`src/rtl/core/oct_pkg.sv`:
```
package oct_pkg;

    // Countdown sizing.
    localparam int SECONDS_WIDTH = 16;
    localparam int MS_PER_SECOND = 1000;
    localparam int SUB_MS_WIDTH  = $clog2(MS_PER_SECOND);

    // Alarm pattern timing in milliseconds.
    localparam int ALARM_PERIOD  = 1000;
    localparam int BEEP_SPACING  = 100;
    localparam int BEEP_LENGTH   = 50;
    localparam int BLINK_SLOT    = 250;
    localparam int PHASE_WIDTH   = $clog2(ALARM_PERIOD);

    // Item commands.
    localparam logic [1:0] CMD_POLL  = 2'd0;
    localparam logic [1:0] CMD_TICK  = 2'd1;
    localparam logic [1:0] CMD_START = 2'd2;

    // Orientation codes.
    localparam logic [2:0] FACE_UNKNOWN = 3'd0;
    localparam logic [2:0] FACE_UP      = 3'd1;
    localparam logic [2:0] FACE_DOWN    = 3'd2;
    localparam logic [2:0] FACE_LEFT    = 3'd3;
    localparam logic [2:0] FACE_RIGHT   = 3'd4;
    localparam logic [2:0] FACE_FRONT   = 3'd5;
    localparam logic [2:0] FACE_BACK    = 3'd6;

    // Configuration register indexes.
    localparam logic [2:0] REG_BACK_SECONDS   = 3'd0;
    localparam logic [2:0] REG_UP_SECONDS     = 3'd1;
    localparam logic [2:0] REG_DOWN_SECONDS   = 3'd2;
    localparam logic [2:0] REG_LEFT_SECONDS   = 3'd3;
    localparam logic [2:0] REG_RIGHT_SECONDS  = 3'd4;
    localparam logic [2:0] REG_COMMIT_POLLS   = 3'd5;
    localparam logic [2:0] REG_SLEEP_POLLS    = 3'd6;
    localparam logic [2:0] REG_WAKE_INHIBIT   = 3'd7;

    localparam int CFG_INDEX_WIDTH = 3;
    localparam int CFG_DATA_WIDTH  = 16;

    typedef struct packed {
        logic [1:0] cmd;
        logic [2:0] orientation;
        logic       from_wake;
    } item_t;

    typedef struct packed {
        logic        beep;
        logic        text_visible;
        logic [15:0] remain_shown;
        logic        alarming;
        logic        standby_request;
        logic        face_applied;
        logic [1:0]  screen_dir;
        logic [2:0]  committed_code;
    } result_t;

endpackage

```
`src/rtl/core/orientation_countdown_timer.sv`:
```
// Orientation countdown timer. Items arrive on the item channel (poll, millisecond
// tick or start) and each one yields exactly one result item. The block is a two-stage
// pipeline, an input register followed by a result register, and takes a new item
// every clock cycle while item_stall is low; an accepted item goes from the input
// register to the result register, and a stalled result stalls the input register
// only once both stages are full. Configuration registers are written through
// cfg_we/cfg_index/cfg_wdata and must only be changed while no items are in flight.
module orientation_countdown_timer (
    input  logic                                 clk,
    input  logic                                 rst_n,
    input  logic                                 item_valid,
    output logic                                 item_stall,
    input  oct_pkg::item_t                       item,
    output logic                                 result_valid,
    input  logic                                 result_stall,
    output oct_pkg::result_t                     result,
    input  logic                                 cfg_we,
    input  logic [oct_pkg::CFG_INDEX_WIDTH-1:0]  cfg_index,
    input  logic [oct_pkg::CFG_DATA_WIDTH-1:0]   cfg_wdata
);
    import oct_pkg::*;

    localparam int SW = SECONDS_WIDTH;
    localparam logic [24:0] SEC_MAX = 25'((64'd1 << SW) - 64'd1);

    // Configuration registers.
    logic [15:0] back_seconds_reg, up_seconds_reg, down_seconds_reg;
    logic [15:0] left_seconds_reg, right_seconds_reg;
    logic [7:0]  commit_polls_reg, sleep_polls_reg, wake_inhibit_reg;

    // Timer state.
    logic [2:0]              last_orient_reg, committed_face_reg;
    logic [7:0]              face_count_reg, front_count_reg, inhibit_count_reg;
    logic                    timer_active_reg, alarm_on_reg;
    logic [SW-1:0]           remain_sec_reg;
    logic [SUB_MS_WIDTH-1:0] sub_ms_reg;
    logic [PHASE_WIDTH-1:0]  alarm_phase_reg;
    logic [1:0]              rotation_reg;

    // Pipeline registers.
    logic    stage_valid_reg;
    item_t   stage_item_reg;
    logic    out_valid_reg;
    result_t out_reg;

    logic    advance;
    logic    stage_move;

    // Next values.
    logic [2:0]              last_orient_next, committed_face_next;
    logic [7:0]              face_count_next, front_count_next, inhibit_count_next;
    logic                    timer_active_next, alarm_on_next;
    logic [SW-1:0]           remain_sec_next;
    logic [SUB_MS_WIDTH-1:0] sub_ms_next;
    logic [PHASE_WIDTH-1:0]  alarm_phase_next;
    logic [1:0]              rotation_next;
    result_t                 out_next;

    // Handshake: the result register frees up when empty or taken.
    assign advance      = !out_valid_reg || !result_stall;
    assign stage_move   = stage_valid_reg && advance;
    assign item_stall   = stage_valid_reg && !advance;
    assign result_valid = out_valid_reg;
    assign result       = out_reg;

    // Countdown length for a face; zero marks a face without a timer.
    function automatic logic [15:0] face_seconds(input logic [2:0] f,
        input logic [15:0] bk, input logic [15:0] up, input logic [15:0] dn,
        input logic [15:0] lf, input logic [15:0] rt);
        logic [15:0] s;
        s = 16'd0;
        if (f == FACE_BACK)  s = bk;
        if (f == FACE_UP)    s = up;
        if (f == FACE_DOWN)  s = dn;
        if (f == FACE_LEFT)  s = lf;
        if (f == FACE_RIGHT) s = rt;
        return s;
    endfunction

    // Per-item state update and result.
    always_comb begin
        logic [2:0]              o;
        logic [15:0]             secs;
        logic [24:0]             secs_ext;
        logic [SUB_MS_WIDTH:0]   sub_inc;
        logic [PHASE_WIDTH:0]    phase_inc;
        logic [PHASE_WIDTH-1:0]  t;
        logic                    beep, standby, applied, visible;
        logic [SW-1:0]           shown;

        last_orient_next    = last_orient_reg;
        committed_face_next = committed_face_reg;
        face_count_next     = face_count_reg;
        front_count_next    = front_count_reg;
        inhibit_count_next  = inhibit_count_reg;
        timer_active_next   = timer_active_reg;
        alarm_on_next       = alarm_on_reg;
        remain_sec_next     = remain_sec_reg;
        sub_ms_next         = sub_ms_reg;
        alarm_phase_next    = alarm_phase_reg;
        rotation_next       = rotation_reg;
        beep     = 1'b0;
        standby  = 1'b0;
        applied  = 1'b0;
        visible  = 1'b1;
        shown    = '0;
        t        = alarm_phase_reg;
        o        = (stage_item_reg.orientation > FACE_BACK) ? FACE_UNKNOWN
                                                           : stage_item_reg.orientation;
        secs     = face_seconds(o, back_seconds_reg, up_seconds_reg, down_seconds_reg,
                                left_seconds_reg, right_seconds_reg);
        secs_ext = 25'(secs);
        sub_inc  = {1'b0, sub_ms_reg} + 1'b1;
        phase_inc = {1'b0, alarm_phase_reg} + 1'b1;

        unique case (stage_item_reg.cmd)
            CMD_START:
            begin
                last_orient_next    = FACE_UNKNOWN;
                committed_face_next = FACE_UNKNOWN;
                face_count_next     = 8'd0;
                front_count_next    = 8'd0;
                inhibit_count_next  = stage_item_reg.from_wake ? wake_inhibit_reg : 8'd0;
                timer_active_next   = 1'b0;
                alarm_on_next       = 1'b0;
                remain_sec_next     = '0;
                sub_ms_next         = '0;
                alarm_phase_next    = '0;
                rotation_next       = 2'd0;
            end
            CMD_POLL:
            begin
                if (inhibit_count_reg != 8'd0)
                    inhibit_count_next = inhibit_count_reg - 8'd1;
                if (o != last_orient_reg)
                begin
                    face_count_next  = 8'd0;
                    front_count_next = 8'd0;
                end
                last_orient_next = o;
                if (o == FACE_FRONT)
                begin
                    face_count_next = 8'd0;
                    if (inhibit_count_next == 8'd0)
                    begin
                        if (front_count_next < sleep_polls_reg)
                            front_count_next = front_count_next + 8'd1;
                        if (front_count_next >= sleep_polls_reg)
                        begin
                            standby          = 1'b1;
                            alarm_on_next    = 1'b0;
                            alarm_phase_next = '0;
                        end
                    end
                end
                else if (secs != 16'd0)
                begin
                    front_count_next = 8'd0;
                    if (face_count_next < commit_polls_reg)
                        face_count_next = face_count_next + 8'd1;
                    if (face_count_next >= commit_polls_reg && o != committed_face_reg)
                    begin
                        // Commit the face and restart the countdown.
                        applied             = 1'b1;
                        committed_face_next = o;
                        alarm_on_next       = 1'b0;
                        alarm_phase_next    = '0;
                        remain_sec_next     = (secs_ext > SEC_MAX) ? SW'(SEC_MAX)
                                                                   : SW'(secs_ext);
                        sub_ms_next         = '0;
                        timer_active_next   = 1'b1;
                        if (o == FACE_UP)    rotation_next = 2'd2;
                        if (o == FACE_DOWN)  rotation_next = 2'd0;
                        if (o == FACE_LEFT)  rotation_next = 2'd1;
                        if (o == FACE_RIGHT) rotation_next = 2'd3;
                    end
                end
                else
                begin
                    front_count_next = 8'd0;
                    face_count_next  = 8'd0;
                end
                // A countdown that has run out turns into the alarm.
                if (timer_active_next && remain_sec_next == '0)
                begin
                    timer_active_next = 1'b0;
                    sub_ms_next       = '0;
                    alarm_on_next     = 1'b1;
                    alarm_phase_next  = '0;
                end
            end
            CMD_TICK:
            begin
                if (timer_active_reg && remain_sec_reg != '0)
                begin
                    if (sub_inc >= (SUB_MS_WIDTH+1)'(MS_PER_SECOND))
                    begin
                        sub_ms_next     = '0;
                        remain_sec_next = remain_sec_reg - 1'b1;
                    end
                    else
                    begin
                        sub_ms_next = sub_inc[SUB_MS_WIDTH-1:0];
                    end
                end
                if (alarm_on_reg)
                begin
                    // Four beeps of 50 ms at a 100 ms spacing, then quiet.
                    beep = (t < PHASE_WIDTH'(BEEP_LENGTH))
                        || (t >= PHASE_WIDTH'(BEEP_SPACING)
                            && t < PHASE_WIDTH'(BEEP_SPACING + BEEP_LENGTH))
                        || (t >= PHASE_WIDTH'(2*BEEP_SPACING)
                            && t < PHASE_WIDTH'(2*BEEP_SPACING + BEEP_LENGTH))
                        || (t >= PHASE_WIDTH'(3*BEEP_SPACING)
                            && t < PHASE_WIDTH'(3*BEEP_SPACING + BEEP_LENGTH));
                    alarm_phase_next = (phase_inc >= (PHASE_WIDTH+1)'(ALARM_PERIOD))
                                       ? '0 : phase_inc[PHASE_WIDTH-1:0];
                end
            end
            default:
            begin
                // Unused command leaves the state alone.
            end
        endcase

        // Text blinks in 250 ms slots while alarming.
        if (alarm_on_next)
            visible = (alarm_phase_next < PHASE_WIDTH'(BLINK_SLOT))
                   || (alarm_phase_next >= PHASE_WIDTH'(2*BLINK_SLOT)
                       && alarm_phase_next < PHASE_WIDTH'(3*BLINK_SLOT));
        else if (timer_active_next)
            shown = remain_sec_next;

        out_next.beep            = beep;
        out_next.text_visible    = visible;
        out_next.remain_shown    = 16'(shown);
        out_next.alarming        = alarm_on_next;
        out_next.standby_request = standby;
        out_next.face_applied    = applied;
        out_next.screen_dir      = rotation_next;
        out_next.committed_code  = committed_face_next;
    end

    // Configuration writes.
    always_ff @(posedge clk or negedge rst_n)
    begin
        if (!rst_n)
        begin
            back_seconds_reg  <= 16'd300;
            up_seconds_reg    <= 16'd600;
            down_seconds_reg  <= 16'd900;
            left_seconds_reg  <= 16'd1200;
            right_seconds_reg <= 16'd1800;
            commit_polls_reg  <= 8'd4;
            sleep_polls_reg   <= 8'd8;
            wake_inhibit_reg  <= 8'd12;
        end
        else if (cfg_we)
        begin
            unique case (cfg_index)
                REG_BACK_SECONDS:  back_seconds_reg  <= cfg_wdata;
                REG_UP_SECONDS:    up_seconds_reg    <= cfg_wdata;
                REG_DOWN_SECONDS:  down_seconds_reg  <= cfg_wdata;
                REG_LEFT_SECONDS:  left_seconds_reg  <= cfg_wdata;
                REG_RIGHT_SECONDS: right_seconds_reg <= cfg_wdata;
                REG_COMMIT_POLLS:  commit_polls_reg  <= cfg_wdata[7:0];
                REG_SLEEP_POLLS:   sleep_polls_reg   <= cfg_wdata[7:0];
                REG_WAKE_INHIBIT:  wake_inhibit_reg  <= cfg_wdata[7:0];
                default:           back_seconds_reg  <= back_seconds_reg;
            endcase
        end
    end

    // Timer state advances when an item moves from the input register to the result.
    always_ff @(posedge clk or negedge rst_n)
    begin
        if (!rst_n)
        begin
            last_orient_reg    <= FACE_UNKNOWN;
            committed_face_reg <= FACE_UNKNOWN;
            face_count_reg     <= 8'd0;
            front_count_reg    <= 8'd0;
            inhibit_count_reg  <= 8'd0;
            timer_active_reg   <= 1'b0;
            alarm_on_reg       <= 1'b0;
            remain_sec_reg     <= '0;
            sub_ms_reg         <= '0;
            alarm_phase_reg    <= '0;
            rotation_reg       <= 2'd0;
        end
        else if (stage_move)
        begin
            last_orient_reg    <= last_orient_next;
            committed_face_reg <= committed_face_next;
            face_count_reg     <= face_count_next;
            front_count_reg    <= front_count_next;
            inhibit_count_reg  <= inhibit_count_next;
            timer_active_reg   <= timer_active_next;
            alarm_on_reg       <= alarm_on_next;
            remain_sec_reg     <= remain_sec_next;
            sub_ms_reg         <= sub_ms_next;
            alarm_phase_reg    <= alarm_phase_next;
            rotation_reg       <= rotation_next;
        end
    end

    // Pipeline valid flags.
    always_ff @(posedge clk or negedge rst_n)
    begin
        if (!rst_n)
        begin
            stage_valid_reg <= 1'b0;
            out_valid_reg   <= 1'b0;
        end
        else
        begin
            if (!item_stall)
                stage_valid_reg <= item_valid;
            if (advance)
                out_valid_reg <= stage_valid_reg;
        end
    end

    // Pipeline payload.
    always_ff @(posedge clk)
    begin
        if (item_valid && !item_stall)
            stage_item_reg <= item;
        if (stage_move)
            out_reg <= out_next;
    end

    // The timer and the alarm never run together.
    assert property (@(posedge clk) disable iff (!rst_n)
        !(timer_active_reg && alarm_on_reg))
        else $error("timer and alarm active together");

    // Counters stay inside their periods.
    assert property (@(posedge clk) disable iff (!rst_n)
        sub_ms_reg < SUB_MS_WIDTH'(MS_PER_SECOND)
        && alarm_phase_reg < PHASE_WIDTH'(ALARM_PERIOD))
        else $error("millisecond or alarm phase counter out of range");

    // A committed face is always a timer face.
    assert property (@(posedge clk) disable iff (!rst_n)
        (out_valid_reg && out_reg.face_applied) |->
        (out_reg.committed_code != FACE_UNKNOWN && out_reg.committed_code != FACE_FRONT
         && !out_reg.standby_request))
        else $error("face applied with a non-timer face or with standby");

    // Hidden text only happens while alarming.
    assert property (@(posedge clk) disable iff (!rst_n)
        (out_valid_reg && !out_reg.text_visible) |-> out_reg.alarming)
        else $error("text hidden without an alarm");

    // A stalled input item stays in the input register.
    assert property (@(posedge clk) disable iff (!rst_n)
        (stage_valid_reg && !advance) |=> stage_valid_reg)
        else $error("stalled input item dropped");

endmodule
```
`config.mk`:
```
export PLATFORM = sky130hd
export DESIGN_NAME = orientation_countdown_timer
export DESIGN_NICKNAME = d
export VERILOG_FILES = /design/src/rtl/core/oct_pkg.sv /design/src/rtl/core/orientation_countdown_timer.sv
export SDC_FILE = /design/constraint.sdc
export NUM_CORES = 1
export LEC_CHECK = 0
export BUFFER_PORTS_ARGS = -buffer_cell sky130_fd_sc_hd__buf_2
export CORE_ASPECT_RATIO = 1.75
export CORE_MARGIN = 2
export CORE_UTILIZATION = 65
export DETAILED_ROUTE_END_ITERATION = 8
export GPL_ROUTABILITY_DRIVEN = 0
export GPL_TIMING_DRIVEN = 0
export HOLD_SLACK_MARGIN = 0.05
export PLACE_DENSITY = 0.85
export REMOVE_ABC_BUFFERS = 1
export SLEW_MARGIN = 5
export SYNTH_ARGS = -nofsm -noshare
export SYNTH_HDL_FRONTEND = slang
export SYNTH_SLANG_ARGS = --single-unit
```
`constraint.sdc`:
```
create_clock -name clk -period 10.55 [get_ports clk]
set_input_delay 0.5275 -clock clk [delete_from_list [all_inputs] [get_ports clk]]
set_output_delay 0.5275 -clock clk [all_outputs]
set_load 0.05 [all_outputs]
```
==> qor.yml <==
cts_buffers: 20
fmax_mhz: 119.4
finalCritPeriodShare_pct: 79.35
drt_pass1_iterations: 7
hold_buffers: 0
leakage_nw: 5.672
final_layout_size_suffix_gt1_share_pct: 19.66
ios: 58
avgSynthCellArea_sq_um: 9.703
htree_num_levels: 1
maxCapViolCount: 0
ir_worst_vdd_mv: 0.1429
synth_edf_count: 32
via_per_inst: 6.929
track_usage_pct: 33.89
cts.path.max_buffers: 3
synth_area_leaders: "dfrtp_1 31%, mux2_2 9.9%, edfxtp_1 7.7%"
post-place-ws_ns: 2.382
dieArea_sq_um: 20240
gr-total-overflow: 0
grt_pass1_wl_um: 54650
setup_tns_ns: 0
grt_max_degree: 90
syn2layout_area_growth_pct: 8.556
tightest_slew_ns: 1.386
nets: 1346
drtAntennaViolNets: 0
fp.coreArea_sq_um: 18660
wirelength_um: 33530
min_period_ns: 8.372
vias: 10600
ys.flop_type: "dfrtp_1"
synth_area_sq_um: 12400
clock-sinks: 208
arrival_ns: 8.63
start_util_pct: 66.45
drt_iter0_drc: 1170
grt_pass1_vias: 10810
synth_seq_cells: 208
cts_tree: "done"
post-route-util_pct: 72.13
antenna_found_initial: 0
worstPathRequired_ns: 10.81
ys_warn_count: 0
status: "completed"
final-setup-viol-count: 0
yosysTopAreaCell: "dfrtp_1"
post_cts_buffers: 0
dp_hpwl_um: 22730
synth_top_area_share_pct: 30.67
synth_cell_types: 82
crit_type: "register to register"
p_per_area_nw_per_um2: 178.9
largest_register_ffs: 26
synthCells: 1278
cp-start-kind: "register"
avgRoutedWirePerCell_um: 21.92
diodes: 0
clock-root-buffer: "clkbuf_16"
p_total_mw: 2.409
crit_path_max_fanout: 35
ys_seq_area_share_pct: 43.51
insertion_delay_ns: 0.51
relSlewSlack_pct: 7.434
async_reset_ff_share_pct: 84.62
std_cell_rows: 66
fill_cells: 1320
rsz0062_at_grt: "false"
worstHoldPathType: "input pin to async pin"
hold_violations: 0
drc: 0
cts.clk_slew.worst_paths_ns: 0.06
die_width_um: 108.4
die_h_um: 186.7
setup_ws_ns: 2.178
crit_path_end_kind: "register"
port_buffers: 57
cts_resized: 0
slew_violations: 0
clock_skew_ns: 0.01090
[cell families after synthesis]
kind of cell / Yosys count / share of synthesized area, %
compound gates: 354 / 19.24
xor+xnor: 35 / 2.472
fa+ha+maj: 38 / 3.834
buf+inv: 144 / 5.015
flops: 208 / 43.51
mux: 131 / 11.67
simple gates: 368 / 14.26
[cells in the mapped netlist, types with 12 or more instances]
cell type and number:
dfrtp_1 152, nand2_1 134, mux2_2 109, o21ai_0 86, nor2_1 78, a21oi_1 69
clkbuf_1 60, inv_1 53, ha_1 38, edfxtp_1 32, nand3_1 30, nor3_1 27
dfstp_2 24, a22o_1 22, mux2i_1 22, o31ai_1 20, xnor2_1 20, a31oi_1 18
nor4_1 15, o211ai_1 15, xor2_1 15, nand2b_1 14, a21o_1 13, and3_1 13
and2_1 12
[metal layers]
layer | global-route usage, % | vias up | wire length, um
met5 | 0 | - | 0
met4 | 21.94 | 0 | 2321
met3 | 5.274 | 178 | 2196
met2 | 58.44 | 568 | 17200
met1 | 37.92 | 5170 | 11810
li1 | - | 4686 | -
[cell type report]
type	count	area, sq um	area share [%]
inverters	56	211.5	1.571
flip-flops and latches	208	5395	40.08
well taps	238	297.8	2.212
multi-input cells	926	6427	47.75
clock buffers	32	628.1	4.666
clock inverters	4	47.55	0.3532
repair buffers	66	454.2	3.374
[power breakdown]
part,leakage [nW],switching [mW],internal [mW]
sequential,2.47,0.145,0.969
clock,0.331,0.311,0.434
combinational,2.87,0.324,0.226
total,5.67,0.781,1.63
[cells in the final DEF (no fill, tap or decap), types with 6 or more instances in the layout]
| cell type | synthesis | routed |
|---|---|---|
| dfrtp_1 | 152 | 152 |
| nand2_1 | 134 | 134 |
| mux2_2 | 109 | 109 |
| o21ai_0 | 86 | 86 |
| nor2_1 | 78 | 78 |
| a21oi_1 | 69 | 69 |
| buf_2 | 11 | 56 |
| inv_1 | 53 | 53 |
| ha_1 | 38 | 38 |
| edfxtp_1 | 32 | 32 |
| nand3_1 | 30 | 30 |
| nor3_1 | 27 | 25 |
| dfstp_2 | 24 | 24 |
| mux2i_1 | 22 | 22 |
| a22o_1 | 22 | 22 |
| clkbuf_16 | 0 | 22 |
| xnor2_1 | 20 | 20 |
| o31ai_1 | 20 | 20 |
| a31oi_1 | 18 | 18 |
| xor2_1 | 15 | 15 |
| nor4_1 | 15 | 15 |
| o211ai_1 | 15 | 15 |
| nand2b_1 | 14 | 14 |
| a21o_1 | 13 | 13 |
| and3_1 | 13 | 13 |
| and2_1 | 12 | 12 |
| o2bb2ai_1 | 11 | 11 |
| a22oi_1 | 11 | 11 |
| a211oi_1 | 10 | 10 |
| nand4_1 | 10 | 10 |
| o221ai_1 | 8 | 8 |
| o22ai_1 | 7 | 7 |
| a32oi_1 | 6 | 6 |
| clkbuf_1 | 60 | 6 |
[through the flow]
stage | instance area, sq um | hold slack, ns | cells
after floorplan | 11990 | 0.2319 | 1190
after global routing | 13460 | 0.1066 | 1530
after detailed placement | 12770 | 0.4797 | 1494
final | 13460 | 0.001239 | 1530
after CTS | 13450 | 0.07127 | 1530
after global placement | 12570 | 0.4626 | 1485
[worst paths after layout]
check	start	end	slack (ns)	cells after the start
max	stage_item_reg[3]$_DFFE_PP_	result[13]$_SDFFCE_PP0P_	2.18	21
min	rst_n	sub_ms_reg[0]$_DFFE_PN0P_	0.001	1
max reg2reg	stage_item_reg[3]$_DFFE_PP_	result[13]$_SDFFCE_PP0P_	2.18	21
min reg2reg	front_count_reg[3]$_DFFE_PN0P_	front_count_reg[3]$_DFFE_PN0P_	0.49	2
max in group asynchronous	rst_n	right_seconds_reg[8]$_DFFE_PN1P_	9.57	2
min in group clk	item[0]	stage_item_reg[0]$_DFFE_PP_	0.20	1
[critical path, cell delays in order, from the launching register on]
cell and delay, ns:
edfxtp_1 1.04, nand2b_1 0.80, o32a_1 0.40, o32ai_2 0.50
and2_1 0.29, ha_1 0.26, a21o_1 0.16, a21o_1 0.17
a21oi_1 0.22, nand4_1 0.19, nor4_1 0.27, xor2_1 0.32
ha_1 0.31, a2111oi_0 0.51, nand2b_1 0.11, o21ai_0 0.48
or2_1 0.46, nor2_4 0.25, o31ai_1 0.35, a22o_2 0.25
or2_1 0.53, o21ba_1 0.23
(Power assumes the default switching activity.)
